### config.mk
export PLATFORM = sky130hd
export DESIGN_NAME = frame_commanded_pulse_sequencer_top
export DESIGN_NICKNAME = d
export VERILOG_FILES = /design/src/rtl/core/fcps_pkg.sv /design/src/rtl/core/fcps_front.sv /design/src/rtl/core/fcps_queue.sv /design/src/rtl/core/fcps_back.sv /design/src/rtl/core/frame_commanded_pulse_sequencer_top.sv
export SDC_FILE = /design/constraint.sdc
export NUM_CORES = 1
export LEC_CHECK = 0
export BUFFER_PORTS_ARGS = -buffer_cell sky130_fd_sc_hd__buf_2
export CAP_MARGIN = 20
export CORE_MARGIN = 2
export CORE_UTILIZATION = 35
export CTS_CLUSTER_DIAMETER = 30
export DETAILED_ROUTE_END_ITERATION = 16
export PLACE_DENSITY = 0.54
export SLEW_MARGIN = 20
export SYNTH_ARGS = -nofsm -noshare
export SYNTH_HDL_FRONTEND = slang
export SYNTH_SLANG_ARGS = --single-unit
### constraint.sdc
create_clock -name i_clk -period 16.7 [get_ports i_clk]
set_clock_uncertainty 0.15 [all_clocks]
set_input_delay 3.34 -clock i_clk [delete_from_list [all_inputs] [get_ports i_clk]]
set_output_delay 3.34 -clock i_clk [all_outputs]
set_load 0.01 [all_outputs]
### src/rtl/core/fcps_pkg.sv
// ----------------------------------------------------------------------------
// fcps_pkg
// Shared types and constants of the frame commanded pulse sequencer.
// ----------------------------------------------------------------------------
`default_nettype none

package fcps_pkg;

    localparam int unsigned QueueDepth = 4;
    localparam int unsigned NumBytes   = 17;

    localparam logic [10:0] ID_CTRL  = 11'h007;
    localparam logic [10:0] ID_MASK  = 11'b00000000111;
    localparam logic [10:0] ID_MODE1 = 11'b01110000000;
    localparam logic [10:0] ID_MODE2 = 11'b10110000000;
    localparam logic [10:0] ID_MODE3 = 11'b11010000000;
    localparam logic [10:0] ID_MODE4 = 11'b11100000000;

    localparam logic [7:0] CODE_SINGLE_A = 8'h0F;
    localparam logic [7:0] CODE_SINGLE_B = 8'hF0;
    localparam logic [7:0] CODE_START    = 8'hAA;
    localparam logic [7:0] CODE_PAUSE    = 8'hDD;
    localparam logic [7:0] CODE_ABORT    = 8'hFF;

    localparam logic [2:0] LINE_A = 3'b010;
    localparam logic [2:0] LINE_B = 3'b001;
    localparam logic [2:0] STROBE = 3'b100;

    typedef enum logic [1:0] {K_TICK, K_CTRL, K_PARAM, K_NONE} t_kind;

    typedef enum logic [2:0] {
        C_SINGLE_A, C_SINGLE_B, C_START, C_PAUSE, C_ABORT, C_OTHER
    } t_code;

    typedef struct packed {
        t_kind             kind;
        t_code             code;
        logic [2:0]        pmode;
        logic              psel;
        logic [5:0][7:0]   bytes;
    } t_item;

    typedef logic [NumBytes-1:0][7:0] t_tbytes;

endpackage

`default_nettype wire

### src/rtl/core/fcps_front.sv
// ----------------------------------------------------------------------------
// fcps_front
// Decode an incoming tick or frame into a classified item.
// ----------------------------------------------------------------------------
`default_nettype none

module fcps_front (
    input  wire logic           i_cmd,
    input  wire logic [10:0]    i_ident,
    input  wire logic [5:0][7:0] i_bytes,
    output fcps_pkg::t_item     o_item
);

    logic [10:0] base;
    logic        sel;
    logic        keep;
    logic [2:0]  pmode;

    always_comb begin
        base  = i_ident & ~fcps_pkg::ID_MASK;
        sel   = (i_ident & fcps_pkg::ID_MASK) == 11'd0;
        keep  = (i_ident & fcps_pkg::ID_MASK) == fcps_pkg::ID_MASK;
        pmode = 3'd0;
        if (base == fcps_pkg::ID_MODE1) pmode = 3'd1;
        else if (base == fcps_pkg::ID_MODE2) pmode = 3'd2;
        else if (base == fcps_pkg::ID_MODE3) pmode = 3'd3;
        else if (base == fcps_pkg::ID_MODE4) pmode = 3'd4;

        o_item.bytes = i_bytes;
        o_item.pmode = pmode;
        o_item.psel  = sel;
        case (i_bytes[0])
            fcps_pkg::CODE_SINGLE_A: o_item.code = fcps_pkg::C_SINGLE_A;
            fcps_pkg::CODE_SINGLE_B: o_item.code = fcps_pkg::C_SINGLE_B;
            fcps_pkg::CODE_START:    o_item.code = fcps_pkg::C_START;
            fcps_pkg::CODE_PAUSE:    o_item.code = fcps_pkg::C_PAUSE;
            fcps_pkg::CODE_ABORT:    o_item.code = fcps_pkg::C_ABORT;
            default:                 o_item.code = fcps_pkg::C_OTHER;
        endcase
        if (!i_cmd) o_item.kind = fcps_pkg::K_TICK;
        else if (i_ident == fcps_pkg::ID_CTRL) o_item.kind = fcps_pkg::K_CTRL;
        else if ((sel || keep) && pmode != 3'd0) o_item.kind = fcps_pkg::K_PARAM;
        else o_item.kind = fcps_pkg::K_NONE;
    end

endmodule

`default_nettype wire

### src/rtl/core/fcps_queue.sv
// ----------------------------------------------------------------------------
// fcps_queue
// Small item queue between the decode front and the sequencer back.
// ----------------------------------------------------------------------------
`default_nettype none

module fcps_queue #(
    parameter int unsigned DEPTH = fcps_pkg::QueueDepth
) (
    input  wire logic            i_clk,
    input  wire logic            i_rst_n,
    input  wire logic            i_push,
    input  wire fcps_pkg::t_item i_item,
    output logic                 o_full,
    input  wire logic            i_pop,
    output logic                 o_valid,
    output fcps_pkg::t_item      o_item
);

    localparam int unsigned AW = $clog2(DEPTH);
    localparam int unsigned CW = $clog2(DEPTH + 1);

    fcps_pkg::t_item r_mem [DEPTH];
    logic [AW-1:0]   r_wp, r_rp;
    logic [CW-1:0]   r_cnt;

    assign o_full  = r_cnt == CW'(DEPTH);
    assign o_valid = r_cnt != '0;
    assign o_item  = r_mem[r_rp];

    always_ff @(posedge i_clk) begin
        if (i_push) r_mem[r_wp] <= i_item;
    end

    always_ff @(posedge i_clk) begin
        if (!i_rst_n) begin
            r_wp  <= '0;
            r_rp  <= '0;
            r_cnt <= '0;
        end else begin
            if (i_push) r_wp <= (r_wp == AW'(DEPTH - 1)) ? '0 : r_wp + 1'b1;
            if (i_pop)  r_rp <= (r_rp == AW'(DEPTH - 1)) ? '0 : r_rp + 1'b1;
            if (i_push && !i_pop) r_cnt <= r_cnt + 1'b1;
            else if (!i_push && i_pop) r_cnt <= r_cnt - 1'b1;
        end
    end

endmodule

`default_nettype wire

### src/rtl/core/fcps_back.sv
// ----------------------------------------------------------------------------
// fcps_back
// Sequencer: phase state, timing bytes, phase length counter and result register.
// ----------------------------------------------------------------------------
`default_nettype none

module fcps_back (
    input  wire logic            i_clk,
    input  wire logic            i_rst_n,
    input  wire logic            i_valid,
    input  wire fcps_pkg::t_item i_item,
    output logic                 o_pop,
    output logic                 o_m_valid,
    input  wire logic            i_m_ready,
    output logic [2:0]           o_port,
    output logic                 o_repv,
    output logic [15:0]          o_repc,
    output logic                 o_run,
    output logic                 o_paused
);

    typedef enum logic [4:0] {
        PH_IDLE, PH_LEAD_A, PH_SINGLE_A, PH_LEAD_B, PH_SINGLE_B, PH_START,
        PH_AB_FIRST, PH_AB_MID, PH_AB_SECOND, PH_AB_GAP,
        PH_T_LEAD, PH_T_IDLE1, PH_T_PAIR1, PH_T_GAP1, PH_T_IDLE2, PH_T_A, PH_T_GAP2,
        PH_Q_GAP1, PH_Q_PAIR2, PH_Q_GAP2, PH_Q_PAIR3
    } t_phase;

    typedef enum logic {B_RUN, B_WALK} t_bstate;

    typedef struct packed {
        t_phase ph;
        logic   rep;
        logic   clr;
    } t_np;

    function automatic logic [17:0] m1000(input logic [7:0] b);
        return 18'(b) * 18'd1000;
    endfunction

    function automatic logic [17:0] m100(input logic [7:0] b);
        return 18'(b) * 18'd100;
    endfunction

    function automatic logic [17:0] sat(input logic [17:0] a, input logic [17:0] b);
        return (a > b) ? a - b : 18'd0;
    endfunction

    function automatic logic [17:0] ab_off(input logic [2:0] m, input fcps_pkg::t_tbytes tb);
        logic [17:0] t;
        t = m100(tb[0]);
        if (m == 3'd1) return (t < 18'd50) ? 18'd50 : t;
        return 18'(tb[4]);
    endfunction

    function automatic logic [17:0] t_off(input logic [2:0] m, input fcps_pkg::t_tbytes tb);
        return (m == 3'd3) ? 18'(tb[8]) : 18'(tb[14]);
    endfunction

    function automatic logic [17:0] phase_len(input t_phase ph, input logic [2:0] m,
                                              input fcps_pkg::t_tbytes tb);
        logic [17:0] d;
        logic [17:0] len;
        d = ab_off(m, tb);
        case (ph)
            PH_LEAD_A, PH_SINGLE_A, PH_LEAD_B, PH_SINGLE_B, PH_T_LEAD, PH_T_A:
                len = 18'd50;
            PH_START:     len = 18'd200;
            PH_AB_FIRST:  len = (d >= 18'd50) ? 18'd50 : d + 18'd50;
            PH_AB_MID:    len = (d >= 18'd50) ? d - 18'd50 : 18'd0;
            PH_AB_SECOND: len = (d >= 18'd50) ? 18'd50 : 18'd0;
            PH_AB_GAP:
                len = (m == 3'd1) ? sat(sat(m1000(tb[1]), m100(tb[0])), 18'd50)
                                  : sat(m1000(tb[5]), 18'(tb[4]) + 18'd50);
            PH_T_IDLE1, PH_T_IDLE2:
                len = sat((m == 3'd3) ? 18'(tb[10]) : 18'(tb[16]), 18'd50);
            PH_T_PAIR1, PH_Q_PAIR2, PH_Q_PAIR3: len = t_off(m, tb) + 18'd50;
            PH_T_GAP1, PH_Q_GAP1, PH_Q_GAP2:
                len = sat(m1000((m == 3'd3) ? tb[9] : tb[15]), 18'd50 + t_off(m, tb));
            PH_T_GAP2: len = sat(m1000(tb[11]), 18'd50);
            default:   len = 18'd0;
        endcase
        return len;
    endfunction

    function automatic logic [2:0] pulse(input logic [17:0] e, input logic [2:0] line);
        if (e < 18'd10) return line | fcps_pkg::STROBE;
        if (e < 18'd50) return line;
        return 3'd0;
    endfunction

    function automatic logic [2:0] pair(input logic [17:0] e, input logic [17:0] d);
        logic [2:0] p;
        p = pulse(e, fcps_pkg::LINE_A);
        if (e >= d) p = p | pulse(e - d, fcps_pkg::LINE_B);
        return p;
    endfunction

    function automatic logic [2:0] phase_port(input t_phase ph, input logic [17:0] e,
                                              input logic [2:0] m,
                                              input fcps_pkg::t_tbytes tb);
        logic [17:0] d;
        logic [2:0]  p;
        d = ab_off(m, tb);
        case (ph)
            PH_SINGLE_A, PH_T_A: p = pulse(e, fcps_pkg::LINE_A);
            PH_SINGLE_B, PH_AB_SECOND, PH_T_LEAD: p = pulse(e, fcps_pkg::LINE_B);
            PH_AB_FIRST: p = (d < 18'd50) ? pair(e, d) : pulse(e, fcps_pkg::LINE_A);
            PH_T_PAIR1, PH_Q_PAIR2, PH_Q_PAIR3: p = pair(e, t_off(m, tb));
            default: p = 3'd0;
        endcase
        return p;
    endfunction

    function automatic logic is_gap(input t_phase ph);
        return ph == PH_AB_MID || ph == PH_AB_GAP || ph == PH_T_GAP1 ||
               ph == PH_T_GAP2 || ph == PH_Q_GAP1 || ph == PH_Q_GAP2;
    endfunction

    function automatic t_np next_phase(input t_phase ph, input logic [2:0] m,
                                       input fcps_pkg::t_tbytes tb,
                                       input logic [15:0] cyc);
        t_np         r;
        logic [15:0] n;
        case (m)
            3'd1:    n = {tb[3], tb[2]};
            3'd2:    n = {tb[7], tb[6]};
            3'd3:    n = {tb[13], tb[12]};
            3'd4:    n = 16'd1;
            default: n = 16'd0;
        endcase
        r.ph  = PH_IDLE;
        r.rep = 1'b0;
        r.clr = 1'b0;
        case (ph)
            PH_LEAD_A: r.ph = PH_SINGLE_A;
            PH_LEAD_B: r.ph = PH_SINGLE_B;
            PH_START: begin
                r.clr = 1'b1;
                if (n == 16'd0) r.ph = PH_IDLE;
                else if (m == 3'd1)
                    r.ph = (m1000(tb[1]) > m100(tb[0])) ? PH_AB_FIRST : PH_IDLE;
                else if (m == 3'd2) r.ph = PH_AB_FIRST;
                else if (m == 3'd3 || m == 3'd4) r.ph = PH_T_LEAD;
            end
            PH_AB_FIRST:  r.ph = PH_AB_MID;
            PH_AB_MID:    r.ph = PH_AB_SECOND;
            PH_AB_SECOND: begin r.ph = PH_AB_GAP; r.rep = 1'b1; end
            PH_AB_GAP:    r.ph = (cyc < n) ? PH_AB_FIRST : PH_IDLE;
            PH_T_LEAD:    r.ph = PH_T_IDLE1;
            PH_T_IDLE1:   r.ph = PH_T_PAIR1;
            PH_T_PAIR1:   r.ph = (m == 3'd3) ? PH_T_GAP1 : PH_Q_GAP1;
            PH_T_GAP1:    r.ph = PH_T_IDLE2;
            PH_T_IDLE2:   r.ph = PH_T_A;
            PH_T_A:       begin r.ph = PH_T_GAP2; r.rep = 1'b1; end
            PH_T_GAP2:    r.ph = (cyc < n) ? PH_T_LEAD : PH_IDLE;
            PH_Q_GAP1:    r.ph = PH_Q_PAIR2;
            PH_Q_PAIR2:   r.ph = PH_Q_GAP2;
            PH_Q_GAP2:    r.ph = PH_Q_PAIR3;
            PH_Q_PAIR3:   begin r.ph = PH_IDLE; r.rep = 1'b1; end
            default:      r.ph = PH_IDLE;
        endcase
        return r;
    endfunction

    t_bstate           r_st, n_st;
    t_phase            r_ph, n_ph, r_cand, n_cand;
    logic [17:0]       r_left, n_left, r_len, n_len;
    logic [15:0]       r_cyc, n_cyc, r_repc, n_repc;
    logic              r_pause, n_pause, r_repv, n_repv;
    logic [2:0]        r_mode, n_mode;
    fcps_pkg::t_tbytes r_tb, n_tb;

    logic              r_o_valid;
    logic [2:0]        r_o_port;
    logic              r_o_repv, r_o_run, r_o_pause;
    logic [15:0]       r_o_repc;

    logic              slot_free, emit, walk;
    t_phase            np_in;
    t_np               np;
    logic [17:0]       clen, dec;
    logic [15:0]       cyc_base;

    assign slot_free = !r_o_valid || i_m_ready;
    assign np_in     = (r_st == B_RUN) ? r_ph : r_cand;
    assign np        = next_phase(np_in, r_mode, r_tb, r_cyc);
    assign clen      = phase_len(r_cand, r_mode, r_tb);
    assign dec       = (r_left != 18'd0) ? r_left - 18'd1 : 18'd0;
    assign cyc_base  = np.clr ? 16'd0 : r_cyc;

    always_comb begin
        n_st    = r_st;
        n_ph    = r_ph;
        n_cand  = r_cand;
        n_left  = r_left;
        n_len   = r_len;
        n_cyc   = r_cyc;
        n_pause = r_pause;
        n_mode  = r_mode;
        n_tb    = r_tb;
        n_repv  = r_repv;
        n_repc  = r_repc;
        o_pop   = 1'b0;
        emit    = 1'b0;
        walk    = 1'b0;
        case (r_st)
            B_RUN: begin
                if (i_valid && slot_free) begin
                    o_pop  = 1'b1;
                    n_repv = 1'b0;
                    n_repc = 16'd0;
                    case (i_item.kind)
                        fcps_pkg::K_TICK: begin
                            if (r_ph != PH_IDLE && !(r_pause && is_gap(r_ph))) begin
                                n_left = dec;
                                if (dec == 18'd0) begin
                                    walk   = 1'b1;
                                    n_cand = np.ph;
                                    n_cyc  = np.rep ? cyc_base + 16'd1 : cyc_base;
                                    if (np.rep) begin
                                        n_repv = 1'b1;
                                        n_repc = cyc_base + 16'd1;
                                    end
                                end
                            end
                        end
                        fcps_pkg::K_CTRL: begin
                            if (r_ph != PH_IDLE) begin
                                if (is_gap(r_ph)) begin
                                    if (i_item.code == fcps_pkg::C_ABORT) begin
                                        n_ph    = PH_IDLE;
                                        n_left  = 18'd0;
                                        n_pause = 1'b0;
                                    end else if (i_item.code == fcps_pkg::C_PAUSE && !r_pause)
                                        n_pause = 1'b1;
                                    else if (i_item.code == fcps_pkg::C_START && r_pause)
                                        n_pause = 1'b0;
                                end
                            end else begin
                                case (i_item.code)
                                    fcps_pkg::C_SINGLE_A: begin
                                        walk = 1'b1; n_cand = PH_LEAD_A;
                                    end
                                    fcps_pkg::C_SINGLE_B: begin
                                        walk = 1'b1; n_cand = PH_LEAD_B;
                                    end
                                    fcps_pkg::C_START: begin
                                        if (r_mode >= 3'd1 && r_mode <= 3'd4) begin
                                            walk   = 1'b1;
                                            n_cand = PH_START;
                                            n_cyc  = 16'd0;
                                        end
                                    end
                                    default: ;
                                endcase
                            end
                        end
                        fcps_pkg::K_PARAM: begin
                            if (r_ph == PH_IDLE) begin
                                case (i_item.pmode)
                                    3'd1: begin
                                        n_tb[0] = i_item.bytes[0];
                                        n_tb[1] = i_item.bytes[1];
                                        n_tb[2] = i_item.bytes[4];
                                        n_tb[3] = i_item.bytes[5];
                                    end
                                    3'd2: begin
                                        n_tb[4] = i_item.bytes[0];
                                        n_tb[5] = i_item.bytes[1];
                                        n_tb[6] = i_item.bytes[4];
                                        n_tb[7] = i_item.bytes[5];
                                    end
                                    3'd3: begin
                                        n_tb[8]  = i_item.bytes[0];
                                        n_tb[9]  = i_item.bytes[1];
                                        n_tb[10] = i_item.bytes[2];
                                        n_tb[11] = i_item.bytes[3];
                                        n_tb[12] = i_item.bytes[4];
                                        n_tb[13] = i_item.bytes[5];
                                    end
                                    3'd4: begin
                                        n_tb[14] = i_item.bytes[0];
                                        n_tb[15] = i_item.bytes[1];
                                        n_tb[16] = i_item.bytes[2];
                                    end
                                    default: ;
                                endcase
                                if (i_item.psel) n_mode = i_item.pmode;
                            end
                        end
                        default: ;
                    endcase
                    if (walk) n_st = B_WALK;
                    else emit = 1'b1;
                end
            end
            B_WALK: begin
                if (slot_free) begin
                    if (r_cand == PH_IDLE) begin
                        n_ph    = PH_IDLE;
                        n_left  = 18'd0;
                        n_pause = 1'b0;
                        emit    = 1'b1;
                        n_st    = B_RUN;
                    end else if (clen != 18'd0) begin
                        n_ph   = r_cand;
                        n_left = clen;
                        n_len  = clen;
                        emit   = 1'b1;
                        n_st   = B_RUN;
                    end else begin
                        // zero-length phase: skip to its successor
                        n_cand = np.ph;
                        n_cyc  = np.rep ? cyc_base + 16'd1 : cyc_base;
                        if (np.rep) begin
                            n_repv = 1'b1;
                            n_repc = cyc_base + 16'd1;
                        end
                    end
                end
            end
            default: n_st = B_RUN;
        endcase
    end

    always_ff @(posedge i_clk) begin
        if (!i_rst_n) begin
            r_st    <= B_RUN;
            r_ph    <= PH_IDLE;
            r_cand  <= PH_IDLE;
            r_left  <= '0;
            r_len   <= '0;
            r_cyc   <= '0;
            r_pause <= 1'b0;
            r_mode  <= '0;
            r_repv  <= 1'b0;
            r_repc  <= '0;
            r_o_valid <= 1'b0;
        end else begin
            r_st    <= n_st;
            r_ph    <= n_ph;
            r_cand  <= n_cand;
            r_left  <= n_left;
            r_len   <= n_len;
            r_cyc   <= n_cyc;
            r_pause <= n_pause;
            r_mode  <= n_mode;
            r_repv  <= n_repv;
            r_repc  <= n_repc;
            if (emit) r_o_valid <= 1'b1;
            else if (i_m_ready) r_o_valid <= 1'b0;
        end
    end

    always_ff @(posedge i_clk) begin
        r_tb <= n_tb;
        if (emit) begin
            r_o_port  <= (n_ph == PH_IDLE) ? 3'd0
                       : phase_port(n_ph, n_len - n_left, r_mode, r_tb);
            r_o_repv  <= n_repv;
            r_o_repc  <= n_repc;
            r_o_run   <= n_ph != PH_IDLE;
            r_o_pause <= (n_ph != PH_IDLE) && n_pause;
        end
    end

    assign o_m_valid = r_o_valid;
    assign o_port    = r_o_port;
    assign o_repv    = r_o_repv;
    assign o_repc    = r_o_repc;
    assign o_run     = r_o_run;
    assign o_paused  = r_o_pause;

    a_left_nonzero: assert property (@(posedge i_clk) disable iff (!i_rst_n)
        (r_st == B_RUN && r_ph != PH_IDLE) |-> r_left != 18'd0)
        else $error("active phase with empty gap counter");

    a_pause_in_gap: assert property (@(posedge i_clk) disable iff (!i_rst_n)
        (r_st == B_RUN && r_pause) |-> is_gap(r_ph))
        else $error("pause held outside a wait gap");

    a_report_count: assert property (@(posedge i_clk) disable iff (!i_rst_n)
        (r_o_valid && r_o_repv) |-> r_o_repc != 16'd0)
        else $error("report with zero cycle number");

endmodule

`default_nettype wire

### src/rtl/core/frame_commanded_pulse_sequencer_top.sv
// ----------------------------------------------------------------------------
// frame_commanded_pulse_sequencer_top
// Tick and frame driven trigger sequencer with pulse patterns and reports.
// ----------------------------------------------------------------------------
// Throughput: one item per cycle while phases hold and results are taken;
//   an item that ends a phase or starts a pulse sends the back end into
//   its phase walker, which skips zero-length phases before the next item.
// Path: an accepted item is stored in the queue, popped by the back end and
//   its result held in the result register.
// Reset: synchronous, active low; clears queue, phase, counters and mode.
//   Timing bytes are not cleared and are undefined until written.
`default_nettype none

module frame_commanded_pulse_sequencer_top #(
    parameter int unsigned QUEUE_DEPTH = fcps_pkg::QueueDepth
) (
    input  wire logic        i_clk,
    input  wire logic        i_rst_n,
    input  wire logic        i_s_tvalid,
    output logic             o_s_tready,
    // frame_ident[10:0], byte0[18:11], byte1 .. byte5 up to [58:51], zero fill
    input  wire logic [63:0] i_s_tdata,
    // cmd
    input  wire logic        i_s_tuser,
    output logic             o_m_tvalid,
    input  wire logic        i_m_tready,
    // port_bits[2:0], report_valid[3], report_count[19:4], running[20],
    // paused[21], zero fill
    output logic [23:0]      o_m_tdata
);

    fcps_pkg::t_item dec_item, q_item;
    logic            q_full, q_valid, pop, push;
    logic [2:0]      port;
    logic            repv, run, paused;
    logic [15:0]     repc;

    // Accept whenever the queue has room; the back end drains it.
    assign o_s_tready = !q_full;
    assign push       = i_s_tvalid && !q_full;

    fcps_front u_front (
        .i_cmd   (i_s_tuser),
        .i_ident (i_s_tdata[10:0]),
        .i_bytes (i_s_tdata[58:11]),
        .o_item  (dec_item)
    );

    fcps_queue #(.DEPTH(QUEUE_DEPTH)) u_queue (
        .i_clk   (i_clk),
        .i_rst_n (i_rst_n),
        .i_push  (push),
        .i_item  (dec_item),
        .o_full  (q_full),
        .i_pop   (pop),
        .o_valid (q_valid),
        .o_item  (q_item)
    );

    // Back end: run the phase machine and hold the result register.
    fcps_back u_back (
        .i_clk     (i_clk),
        .i_rst_n   (i_rst_n),
        .i_valid   (q_valid),
        .i_item    (q_item),
        .o_pop     (pop),
        .o_m_valid (o_m_tvalid),
        .i_m_ready (i_m_tready),
        .o_port    (port),
        .o_repv    (repv),
        .o_repc    (repc),
        .o_run     (run),
        .o_paused  (paused)
    );

    assign o_m_tdata = {2'b00, paused, run, repc, repv, port};

endmodule

`default_nettype wire

; Word level (Yosys, flattened, before mapping)
; Memories as Yosys holds them, arrays and structs flattened. A register that Yosys moved wholly into a read port is not among the register bits.
; Cells that the tools add are included.
[op_classes]
n_lt_le_gt_ge = 20
n_bitwise = 3
mul = 5
n_reduce_logical = 57
n_shift = 0
n_eq_ne = 93
add_sub_neg = 19
muxes = 226
div = 0
[op_table]
columns = cell, n
row1 = $mux 18, 26
row2 = $mux 16, 20
row3 = $pmux 18 s10, 1
row4 = $mux 3, 41
row5 = $eq 5x4->1 const B, 22
row6 = $mux 5, 20
row7 = $pmux 16 s2, 3
row8 = $sub 18x18->18, 5
row9 = $mux 1, 85
row10 = $pmux 5 s17, 1
row11 = $eq 5x5->1 const B, 15
row12 = $lt 18x6->1 const B, 4
row13 = $pmux 18 s2, 2
row14 = $sub 18x6->18 const B, 4
row15 = $pmux 16 s4, 1
row16 = $mul 8x7->15 const B, 4
row17 = $eq 8x8->1 const B, 7
row18 = $gt 18x6->1 const B, 3
row19 = $lt 18x4->1 const B, 3
row20 = $eq 5x3->1 const B, 10
row21 = $add 18x6->18 const B, 2
row22 = $ge 18x18->1, 2
row23 = $gt 18x18->1, 2
row24 = $reduce_bool 18->1, 2
row25 = 57 further kinds, 138
[word_totals]
word_cells = 460
n_memories = 1
mem_bits_rw = 228
latchBits = 0
regBits = 250
rom_bits = 0
[memory_table]
columns = memory, words, word_bits, read_ports, rd_clocked_by_memory_dff, wr, line_no
row1 = u_queue.r_mem, 4, 57, 1, 1, 1, fcps_queue.sv:23  ; fcps_pkg::t_item r_mem [DEPTH];

; Longest topological paths before layout
[logic_depth]
word_depth = 38
mapped_depth = 63
ltp_nobuf = 59

; Cells and area by module
; From an unflattened synthesis, not the netlist that was laid out.
[unflattened]
cells_unflattened = 3208
area_unflattened_um2 = 33863.7
[modules_own_cells]
columns = mod, area_each_um2, cells_per_inst, seq_area_each_um2, instances
row1 = fcps_back, 24516.0, 2771, 6446.2, 1
row2 = fcps_queue, 8677.1, 341, 7026.7, 1
row3 = fcps_front, 619.3, 88, 0.0, 1
row4 = frame_commanded_pulse_sequencer_top, 51.3, 8, 0.0, 1

; Worst setup path before layout
; OpenSTA, ideal clock, no wires.
[synth_timing]
path_type = register -> register
start = register u_back.r_tb[8] in the netlist's numbering
end = register u_back.r_o_port[2] (netlist: u_back.o_port[2]), data pin
path_buffers = 3
path_stages_with_launch = 60
arrival_ps = 13189
setup_slack_ps = 3185
path_cell_list = edfxtp_1 fa_1 xor2_1 ha_1 inv_1 fa_1 inv_1 fa_1 ha_1 or2_2 o31a_1 a21o_1 a21oi_1 xnor2_1 ha_1 clkbuf_1 a21o_1 a21oi_1 [... 24 more ...] a21boi_0 o21ai_0 a21oi_1 a21o_1 a21oi_1 xnor2_1 ha_1 a21oi_1 inv_1 a31o_2 maj3_1 a221o_1 a21o_1 a21oi_1 a21oi_1 nor4_1 a21oi_1 o32ai_1
[synth_between]
elab_chain_len = 29
elab_cells_between_ends = 118
[synth_lines]
columns = item, line_no
row1 = start: declaration, fcps_back.sv:172  ; fcps_pkg::t_tbytes r_tb, n_tb;
row2 = start signal: assignment, fcps_back.sv:357  ; r_tb <= n_tb;
row3 = $mul 8x7->15 *, fcps_back.sv:38  ; return 18'(b) * 18'd1000;
row4 = $sub 18x15->18 or $gt 18x15->1 (tied branches), fcps_back.sv:46  ; return (a > b) ? a - b : 18'd0;
row5 = $mux 18 *, fcps_back.sv:46
row6 = $sub 18x6->18 or $gt 18x6->1 (tied branches), fcps_back.sv:46
row7 = $mux 18 *, fcps_back.sv:46
row8 = $mux 18 *, fcps_back.sv:73  ; len = (m == 3'd1) ? sat(sat(m1000(tb[1]), m100(tb[0])), 18'd50)
row9 = $pmux 18 s10 *, fcps_back.sv:65  ; case (ph)
row10 = $reduce_bool 18->1, fcps_back.sv:306  ; end else if (clen != 18'd0) begin
row11 = [... 4 more ...], -
row12 = via u_back.n_len[1], fcps_back.sv:168  ; logic [17:0] r_left, n_left, r_len, n_len;
row13 = [... 9 more ...], -
row14 = $mux 3, fcps_back.sv:88  ; if (e < 18'd50) return line;
row15 = $mux 3, fcps_back.sv:95  ; if (e >= d) p = p | pulse(e - d, fcps_pkg::LINE_B);
row16 = $mux 3, fcps_back.sv:105  ; case (ph)
row17 = $mux 3, fcps_back.sv:358  ; if (emit) begin
row18 = $or 3x3->3, fcps_back.sv:95
row19 = $mux 3, fcps_back.sv:95
row20 = $mux 3, fcps_back.sv:108  ; PH_AB_FIRST: p = (d < 18'd50) ? pair(e, d) : pulse(e, fcps_pkg::LINE_A);
row21 = $pmux 3 s4 *, fcps_back.sv:105
row22 = end signal: assignment, fcps_back.sv:359  ; r_o_port <= (n_ph == PH_IDLE) ? 3'd0
row23 = end: declaration, fcps_back.sv:175  ; logic [2:0] r_o_port;
; The timed path passes the listed nets; every way through them passes the cells marked *. The select of a mux whose other input is x is not followed.
; A chain may end at the register's enable or synchronous reset.

; Worst setup path after layout
; Same ends and word-level chain as after synthesis.

==> flow_metrics.tcl <==
set metrics [dict create \
    cts_num_sinks 480 \
    drv_cap 0 \
    drive_above_1_share 0.134 \
    fp.dieH_um 316 \
    crit_required_ns 16.90 \
    slowest_stage "or4bb_1" \
    fin_crit_sh 0.930 \
    max_stage_delay_ns 0.67 \
    drt-initial-drc-count 1844 \
    cts_inserted_buffers 93 \
    die_w_um 316 \
    start_kind "register" \
    clk_pin_slew_ns 0.05 \
    wl_per_cell_um 19.4 \
    dpl-instance-area_um2 35900 \
    firstDrtPassIters 7 \
    dpl.hpwl_um 69000 \
    whs_ns 0.315 \
    synth_top_area_share 0.340 \
    ant_nets 0 \
    place_inst 4550 \
    max_slew.worst_pin.slew_ns 1.09 \
    setup_violations 0 \
    relSlewSlack 0.277 \
    tns_ns 0 \
    drt-total-wl_um 91700 \
    final_nets 3809 \
    clk_path_buf_depth 3 \
    boundaryPins 95 \
    final_cell_mix "edfxtp_1 (386), ha_1 (275), nor2_1 (252), nand2_1 (227), inv_1 (220)" \
    htree_num_levels 3 \
    syn_avg_cell_area_um2 10.4 \
    synth_area_um2 34100 \
    grt_util_all_layers 0.184 \
    detail_route.vias_per_cell 5.43 \
    crit_arrival_ns 15.73 \
    finalHoldViolCount 0 \
    max_freq_ghz 0.0644 \
    synthCells 3268 \
    grt_max_degree 64 \
    fin_area_um2 39300 \
    first_global_vias 25091 \
    rsz0062_at_grt "no" \
    synth_edf_count 386 \
    antenna_found_initial 6 \
    async_flop_share 0 \
    core_um2 96600 \
    cts-root-buf "clkbuf_16" \
    cts_tree "built" \
    drcViolationCount 0 \
    ys_ff_latch 480 \
    syn_to_final_growth_pct 15.2 \
    power_density_nw_per_um2 199 \
    path_max_fanout 16 \
    fin_cells 4728 \
    drv_slew 0 \
    clock_latency_ns 0.65 \
    n_fill_cell 9375 \
    synthTopCellsByArea "edfxtp_1 (34%), ha_1 (10%), fa_1 (5.6%)" \
    status "completed" \
    hold_path_class "register to register" \
    power_leakage_nw 15.1 \
    grt_overflow 0 \
    finalWeightedCongestion 0.943 \
    dieArea_um2 99800 \
    rows 114 \
    ir_drop_v 0.000125 \
    grt_pass1_wl_um 144000 \
    hold_buffers 0 \
    final_common_cell "edfxtp_1" \
    synth_cell_types 115 \
    period_minus_slack_ns 15.53 \
    numPortBuffers 87 \
    critPathKind "register to register" \
    start_util 0.353 \
    synth-main-ff-cell "edfxtp_1" \
    vias 25695 \
    fin_util 0.407 \
    synth_seq_area_share 0.396 \
    synth_top_cell_by_area "edfxtp_1" \
    endpoint_kind "register" \
    yosysWarnings 0 \
]
==> metrics by stage <==
step / power [mW] / worst slack [ns]
CTS: 7.84 / 1.07
global route: 8.42 / 0.0362
global placement: 5.85 / 1.31
detailed placement: 5.87 / 1.14
floorplan: 4.79 / 3.19
finish: 7.83 / 1.17
==> registers in the layout (all words and copies together) (netlist names), 3 cells and up, named ones only <==
register,flops
u_back.r_tb,136
u_back.o_repc,16
u_back.r_cyc,16
u_back.r_repc,16
u_back.r_ph,5
u_back.r_len,18
u_back.r_left,18
u_queue.r_cnt,3
u_back.r_mode,3
u_back.r_cand,5
u_back.o_port,3
u_queue.r_mem,228
==> final cells by class <==
cell class	instances	area, um^2	area share
well taps	1276	1600	0.0407
multi-input cells	2447	19300	0.491
inverters	221	830	0.0211
diodes	3	7.51	0.000191
clock inverters	73	931	0.0237
clock buffers	101	2370	0.0603
repair buffers	127	759	0.0193
flip-flops and latches	480	13500	0.343
==> power breakdown <==
part | internal [mW] | total (mW) | switching [mW]
combinational | 1.65 | 4.33 | 2.68
clock | 1.29 | 1.93 | 0.640
sequential | 1.48 | 1.57 | 0.0860
==> cells in the mapped netlist (27+ instances only) <==
library cell	n
edfxtp_1	386
ha_1	275
nor2_1	254
nand2_1	227
inv_1	220
a21oi_1	189
o21ai_0	160
xnor2_1	106
fa_1	95
dfxtp_1	94
clkbuf_1	88
nor3_1	82
nand3_1	77
xor2_1	65
mux4_2	56
a21o_1	55
nand2b_1	52
and2_1	46
mux2i_1	45
and3_1	35
o211ai_1	35
or3_1	31
a31oi_1	30
nand4_1	29
a211oi_1	28
nor2b_1	27
nor4_1	27
==> worst max-delay path: cells and delay by family, from the launching register on <==
kind	cells	cell delay (ns)
xor+xnor	3	0.74
fa+ha+maj	10	3.86
simple gates	12	3.17
buf+inv	5	0.49
flops	1	0.54
compound gates	26	6.30
==> repair_timing <==
action                     in CTS  in global routing
setup endpoints to repair       0                  2
buffers inserted                0                  0
resized for setup               0                  1
==> metal layers <==
| metal | vias up | share of wire | track usage |
|---|---|---|---|
| li1 | 12407 | - | - |
| met1 | 12482 | 0.46 | 0.249 |
| met2 | 656 | 0.46 | 0.298 |
| met3 | 144 | 0.055 | 0.0338 |
| met4 | 6 | 0.025 | 0.0571 |
| met5 | - | 0.00039 | 0 |
==> logic make-up after synthesis <==
group                    Yosys count  synth area share
AND/OR/NAND/NOR                 1004             0.150
flip-flops                       480             0.396
AO/OA/AOI/OAI                    770             0.154
adder cells (fa/ha/maj)          372             0.157
other                              1          0.000110
XOR/XNOR                         172            0.0444
buffers and inverters            342            0.0399
multiplexers                     127            0.0588
==> final timing paths <==
check | start | endpoint | slack [ns] | cells past startpoint
worst max-delay path | u_back.r_tb[8] | u_back.o_port[2] | 1.17 | 56
worst min-delay path | u_back.r_len[14] | u_back.r_len[14] | 0.32 | 2
worst max register to register | u_back.r_tb[8] | u_back.o_port[2] | 1.17 | 56
worst min register to register | u_back.r_len[14] | u_back.r_len[14] | 0.32 | 2
No activity file was read; power rests on OpenSTA's default activity.
